## src/rtl/core/cwhb_pkg.sv

```systemverilog
// ----------------------------------------------------------------------------
// cwhb_pkg
// Shared types and constants of the copy write hazard barrier tracker.
// ----------------------------------------------------------------------------
package cwhb_pkg;

    localparam int WINDOW_DEPTH = 128;
    localparam int SLICE_COUNT  = 3;
    localparam int ADDR_WIDTH   = 48;
    localparam int HANDLE_WIDTH = 32;

    localparam int LEN_W   = 41;
    localparam int END_W   = ((ADDR_WIDTH > LEN_W) ? ADDR_WIDTH : LEN_W) + 1;
    localparam int IDX_W   = (WINDOW_DEPTH > 1) ? $clog2(WINDOW_DEPTH) : 1;
    localparam int CNT_W   = $clog2(WINDOW_DEPTH + 1);

    localparam logic [2:0] CMD_BUF_COPY = 3'd0;
    localparam logic [2:0] CMD_TEX_UPLD = 3'd1;
    localparam logic [2:0] CMD_TEX_CLR  = 3'd2;
    localparam logic [2:0] CMD_TEX_COPY = 3'd3;
    localparam logic [2:0] CMD_END      = 3'd4;

    localparam logic [2:0] REG_SPLIT_TARGETS = 3'd0;

    typedef struct packed {
        logic [2:0]  command;
        logic        has_slice;
        logic [2:0]  slice_index;
        logic [47:0] buffer_address;
        logic [40:0] byte_count;
        logic [31:0] dest_texture;
        logic [31:0] source_texture;
    } t_in_word;

    typedef struct packed {
        logic       target;
        logic       barrier_before;
        logic       is_summary;
        logic [1:0] used_mask;
        logic [7:0] buffer_slice_mask;
        logic [7:0] image_slice_mask;
    } t_out_word;

    // lookup travelling down the chain
    typedef struct packed {
        logic                    valid;
        logic                    tgt;
        logic [2:0]              cmd;
        logic [HANDLE_WIDTH-1:0] src;
        logic [HANDLE_WIDTH-1:0] dst;
        logic [ADDR_WIDTH-1:0]   rbeg;
        logic [END_W-1:0]        rend;
        logic [CNT_W-1:0]        tcnt;
        logic [CNT_W-1:0]        rcnt;
        logic                    hit;
    } t_query;

    // entry write broadcast to all cells
    typedef struct packed {
        logic                    tex_en;
        logic                    rng_en;
        logic                    tgt;
        logic [IDX_W-1:0]        idx;
        logic [HANDLE_WIDTH-1:0] handle;
        logic [ADDR_WIDTH-1:0]   rbeg;
        logic [END_W-1:0]        rend;
    } t_wr;

endpackage

```

## src/rtl/core/cwhb_cell.sv

```systemverilog
// ----------------------------------------------------------------------------
// cwhb_cell
// One window slot per target: compare a passing lookup, hand it onward.
// ----------------------------------------------------------------------------
module cwhb_cell (
    input  logic                  i_clk,
    input  logic                  i_rst_n,
    input  logic [cwhb_pkg::IDX_W-1:0] i_index,
    input  cwhb_pkg::t_query      i_q,
    input  cwhb_pkg::t_wr         i_wr,
    output cwhb_pkg::t_query      o_q
);
    import cwhb_pkg::*;

    logic [HANDLE_WIDTH-1:0] r_tex  [2];
    logic [ADDR_WIDTH-1:0]   r_rbeg [2];
    logic [END_W-1:0]        r_rend [2];
    t_query                  r_q;
    t_query                  n_q;
    logic                    tex_live;
    logic                    rng_live;
    logic                    tex_hit;
    logic                    rng_hit;

    always_comb begin
        tex_live = CNT_W'(i_index) < i_q.tcnt;
        rng_live = CNT_W'(i_index) < i_q.rcnt;
        tex_hit  = tex_live &&
                   (((i_q.cmd == CMD_TEX_COPY) && (r_tex[i_q.tgt] == i_q.src)) ||
                    ((i_q.cmd != CMD_BUF_COPY) && (r_tex[i_q.tgt] == i_q.dst)));
        rng_hit  = rng_live && (i_q.cmd == CMD_BUF_COPY) &&
                   (END_W'(i_q.rbeg) < r_rend[i_q.tgt]) &&
                   (END_W'(r_rbeg[i_q.tgt]) < i_q.rend);
        n_q      = i_q;
        n_q.hit  = i_q.hit | tex_hit | rng_hit;
    end

    always_ff @(posedge i_clk) begin
        if (!i_rst_n) begin
            r_q.valid <= 1'b0;
        end else begin
            r_q.valid <= i_q.valid;
        end
        r_q.tgt  <= n_q.tgt;
        r_q.cmd  <= n_q.cmd;
        r_q.src  <= n_q.src;
        r_q.dst  <= n_q.dst;
        r_q.rbeg <= n_q.rbeg;
        r_q.rend <= n_q.rend;
        r_q.tcnt <= n_q.tcnt;
        r_q.rcnt <= n_q.rcnt;
        r_q.hit  <= n_q.hit;
    end

    always_ff @(posedge i_clk) begin
        if (i_wr.tex_en && (i_wr.idx == i_index)) begin
            r_tex[i_wr.tgt] <= i_wr.handle;
        end
        if (i_wr.rng_en && (i_wr.idx == i_index)) begin
            r_rbeg[i_wr.tgt] <= i_wr.rbeg;
            r_rend[i_wr.tgt] <= i_wr.rend;
        end
    end

    assign o_q = r_q;

endmodule

```

## config.mk

```make
export PLATFORM = sky130hd
export DESIGN_NAME = cwhb_cell
export DESIGN_NICKNAME = d
export VERILOG_FILES = /design/src/rtl/core/cwhb_pkg.sv /design/src/rtl/core/cwhb_cell.sv
export SDC_FILE = /design/constraint.sdc
export NUM_CORES = 1
export LEC_CHECK = 0
export BUFFER_PORTS_ARGS = -buffer_cell sky130_fd_sc_hd__buf_2
export CAP_MARGIN = 20
export CORE_AREA = 4 4 199 201
export DETAILED_ROUTE_END_ITERATION = 10
export DIE_AREA = 0 0 203 205
export PLACE_DENSITY = 0.81
export SYNTH_ARGS = -nofsm -noshare
export SYNTH_HDL_FRONTEND = slang
export SYNTH_SLANG_ARGS = --single-unit
```

## constraint.sdc

```tcl
create_clock -name i_clk -period 13.1 [get_ports i_clk]
set_input_delay 0.655 -clock i_clk [delete_from_list [all_inputs] [get_ports i_clk]]
set_output_delay 0.655 -clock i_clk [all_outputs]
set_load 0.05 [all_outputs]
```

* Word level (Yosys, flattened, before mapping)
Memories as Yosys holds them, arrays and structs flattened.
Cells that the tools add are included.
** Word-level totals
- Register bits :: 183
- Bits in writable memories :: 258
- Bits of input ports :: 331
- Output and inout bits :: 183
- Logic and storage cells :: 38
- Memories kept :: 3
** Operators by class
- Order comparisons :: 4
- Equality and inequality tests :: 4
- Multiplexer cells :: 4
- Bitwise operators :: 2
- Reduce and logical (&&, ||, !) cells :: 11
** Memory list
- r_rend :: depth 2, width 49, read ports 1, clocked after memory_dff 0, write ports 1, RTL line cwhb_cell.sv:17 : logic [END_W-1:0] r_rend [2];
- r_rbeg :: depth 2, width 48, read ports 1, clocked after memory_dff 0, write ports 1, RTL line cwhb_cell.sv:16 : logic [ADDR_WIDTH-1:0] r_rbeg [2];
- r_tex :: depth 2, width 32, read ports 1, clocked after memory_dff 0, write ports 1, RTL line cwhb_cell.sv:15 : logic [HANDLE_WIDTH-1:0] r_tex [2];
** Operators with widths (count)
- < comparator 48 x 49 -> 1 bit :: 2
- equality test 32 bit :: 2
- < comparator 7 x 8 -> 1 bit :: 2
- logical AND 1 bit :: 8
- equality test 7 bit :: 1
- 2-to-1 mux 1 bit :: 4
- equality test 3 x 2 -> 1 bit, second input constant :: 1
- logical NOT 3 bit :: 1
- nonzero test 3 bit :: 1
- OR 1 bit :: 2
- logical OR 1 bit :: 1

* Depth between registers and ports, before layout
An unclocked memory read counts as a cell.
- Word-level depth :: 7
- Mapped depth :: 14
- Mapped depth without buffers :: 9

* Least setup slack after synthesis
No wires, ideal clock.
- Kind :: input to register
- Start point :: input port i_wr[130] (netlist bit)
- End point :: memory r_rbeg[0][0], enable pin
- Library setup time :: 0.553 ns
- Data arrival time :: 5.279 ns
- Data required time :: 12.547 ns
- Slack :: 7.268 ns
- Cell stages on the path :: 4
- Path buffers :: 0
- Cells stage by stage :: xor2_1 > nor4_1 > nand2_1 > nor2_1
** On the way
- Cells in the longest elaborated chain, start to end :: 4
** RTL lines
- start: declaration :: RTL line cwhb_cell.sv:10 : input cwhb_pkg::t_wr i_wr,
- equality test 7 bit :: RTL line cwhb_cell.sv:59 : if (i_wr.rng_en && (i_wr.idx == i_index)) begin
- logical AND 1 bit :: RTL line cwhb_cell.sv:59
- 2-to-1 mux 1 bit :: RTL line cwhb_cell.sv:59
- 2-to-1 mux 1 bit (implied by the code) :: RTL line cwhb_cell.sv:60 : r_rbeg[i_wr.tgt] <= i_wr.rbeg;
- end: declaration :: RTL line cwhb_cell.sv:16
Every way passes these cells.

==> metrics.csv <==
metric,value,unit
status,finished clean,
worst setup path end,o_q[0],
WP buf/inv,2,
mux cell area share after synthesis,0.0864,
skew final,23.8,ps
Final Worst Setup Slack,9090,ps
WP data required,13580,ps
"flops & latches, synth",441,
DR pass1 iterations,4,
floorplan row count,71,
Initial DRC Count,491,
WL/cell,20.4,um
die width,203,um
synth warn,0,
sequential share of the synthesized area,0.703,
Synth area leaders,"edfxtp_1, dfxtp_1, ha_1",
vias in the first global route,11200,
placed cell areas,19400,um2
unrepaired setup endpoints after global routing,no,
fillers,3017,
DP HPWL,33.6,mm
max cap viols,0,
top-area cell type share of the netlist area,0.477,
largest area contributor in the synthesized netlist,edfxtp_1,
die area,41600,um2
clock network power share,0.402,
Remaining DRCs,0,
GR Util met3,0.0518,
largest family of logic cells by synthesized area,multiplexers,
dpl ws,8370,ps
H-Tree Depth,2,
Cell Pwr Density,146,nW/um2
sw power,0.000726,W
min-delay worst type,in -> reg,
"Setup Fix Bufs, Post-CTS",0,
largest net degree at the start of global routing,65,
Post-Synth Adder-Cell Area,0.0817,
worst-margin pin slew,941,ps
Slew headroom,0.371,
setup tns final,0,ps
CP max stage cell,buf_4,
Routed Antenna Nets,0,
share of cells above drive strength 1,0.410,
clock sinks,441,
CTS buffer count,43,
Sw Share,0.238,
Multi-input gate area,4530,um2
cell depth of the worst setup path,11,
maximum clock path buffer count,3,
Synth top cells by count,"edfxtp_1, dfxtp_1, ha_1",
Setup Viol. Count Final,0,
GRT met2 Usage,0.370,
"Avg Cell Area, Syn",15.9,um2
initial antenna violation count,14,
most common cell in the netlist,edfxtp_1,
Die Span Y,205,um
compound-gate portion of the synthesized area,0.0337,
Worst-Skew Late Latency,550,ps
Total GRT Usage,0.200,
max-slew violations,0,
Worst setup SP type,input port,
Tmin final,4010,ps
CP startpoint,i_q[181],
met1 GRT Util,0.217,
Worst R2R End,o_q[0],
post-synthesis cell count,1021,
Peak VDD IR,0.120,mV
Synth async-reset ratio,0,
Seq pwr share,0.493,
simple-gate share of the synthesized area,0.0368,
critical path cell sequence,buf_6 -> buf_4 -> mux2i_1 -> ha_1 -> and4_1 -> a2111oi_0 -> o211ai_1 -> o2bb2ai_1 -> a211oi_1 -> a41oi_1 -> o21ai_2,
"CTS clk-pin slew, worst paths",60,ps
core area,37600,um2
crit path max fanout,59,
root buffer cell,clkbuf_16,
Register Area,11400,um2
"Top FF cell, synth",edfxtp_1,
CTS tree,done,
final hold viol count,0,
fin crit share,0.306,
FF-to-FF Start,r_rend[0][7],
CP top delay family,compound AO/OA/AOI/OAI gates,
Leak,9.02,nW
vias post-DR,10300,
design area,20900,um2
Syn Nets,1458,
Initial Util,0.432,
Ports,514,
final WL,43.3,mm
Port Buffers,513,
# resized after CTS,0,
Mapped Area,16200,um2
critical path type,in -> reg,
placer congestion estimate,0.979,
R2R Setup Slk,10300,ps
WP data arrival,4490,ps
xor/xnor cell area share of the yosys netlist,0.0383,
fin util,0.556,
Combinational Power Share,0.105,
total grt overflow,0,
final net count,2007,
crit-path max cell delay,750,ps
reg2reg path depth,9,
Internal,0.00233,W
post-DR vias/cell,4.86,
Yosys cell types,46,
WHS,218,ps
synth-to-layout area growth,28.6,%
f_max,250,MHz
CTS Hold Bufs,0,
CP endpoint kind,register,
grt peak-use layer,met2,
number of enable flip-flop cells after synthesis,258,
first-pass GRT wire length,63.5,mm
-- logic make-up (layout without fill, tap and decap cells) --
| family | count (synthesis) | count (layout) |
|---|---|---|
| other cells | 0 | 8 |
| buf+inv | 76 | 658 |
| flops | 441 | 441 |
| compound gates | 88 | 88 |
| xor+xnor | 71 | 71 |
| fa+ha+maj | 106 | 106 |
| mux | 129 | 129 |
| simple gates | 110 | 110 |
-- layer usage --
layer	wire length [um]	up-vias	part of all wire
met4	1420	6	0.033
met1	15700	4913	0.36
met2	22900	430	0.53
met3	3240	88	0.075
met5	38	-	0.00088
li1	-	4886	-
-- stage by stage --
stage	power [W]	std cells
6_report	0.00305	2122
5_1_grt	0.00317	2117
4_1_cts	0.00309	2114
3_5_place_dp	0.00186	2036
3_3_place_gp	0.00185	2036
2_1_floorplan	0.00173	1021
-- final cells by class --
cell class,count,share of cell area
timing repair buffer,519,0.125
sequential,441,0.546
clock inverter,17,0.00569
multi-input combinational,504,0.217
inverter,61,0.0110
clock buffer,61,0.0632
antenna,8,0.000959
tap,511,0.0306
-- power groups by stage --
stage	combinational, W	clock, W	sequential (W)
after floorplan	0.0000849	0	0.00164
after CTS	0.000323	0.00126	0.00151
after global routing	0.000342	0.00132	0.00151
after global placement	0.000312	0	0.00154
final	0.000320	0.00123	0.00151
after detailed placement	0.000320	0	0.00154
-- cells in the final DEF, fill, tap and decap left out, types with 14 or more instances in the layout --
| cell | n |
|---|---|
| clkbuf_16 | 47 |
| edfxtp_1 | 258 |
| nand2_1 | 24 |
| dfxtp_1 | 183 |
| mux2_2 | 47 |
| xnor2_1 | 36 |
| xor2_1 | 35 |
| a21oi_1 | 36 |
| nand4_1 | 20 |
| inv_1 | 61 |
| mux2i_2 | 14 |
| o21ai_0 | 16 |
| mux2i_1 | 68 |
| buf_2 | 512 |
| ha_1 | 106 |
-- how the worst min path moves through the flow --
stage / start / endpoint / slack [ps] / cells after the start
CTS: i_q[56] / o_q[56] / 170 / 1
floorplan: i_q[100] / o_q[100] / 680 / 0
global placement: i_q[3] / o_q[3] / 770 / 1
finish: i_q[45] / o_q[45] / 220 / 1
global route: i_q[45] / o_q[45] / 190 / 1
detailed placement: i_q[35] / o_q[35] / 770 / 1
-- flip-flops by register name (all words and copies together), names as in the netlist --
| name | cells |
|---|---|
| o_q | 183 |
| r_rbeg | 96 |
| r_rend | 98 |
| r_tex | 64 |
No activity file was read; power rests on OpenSTA's default activity.
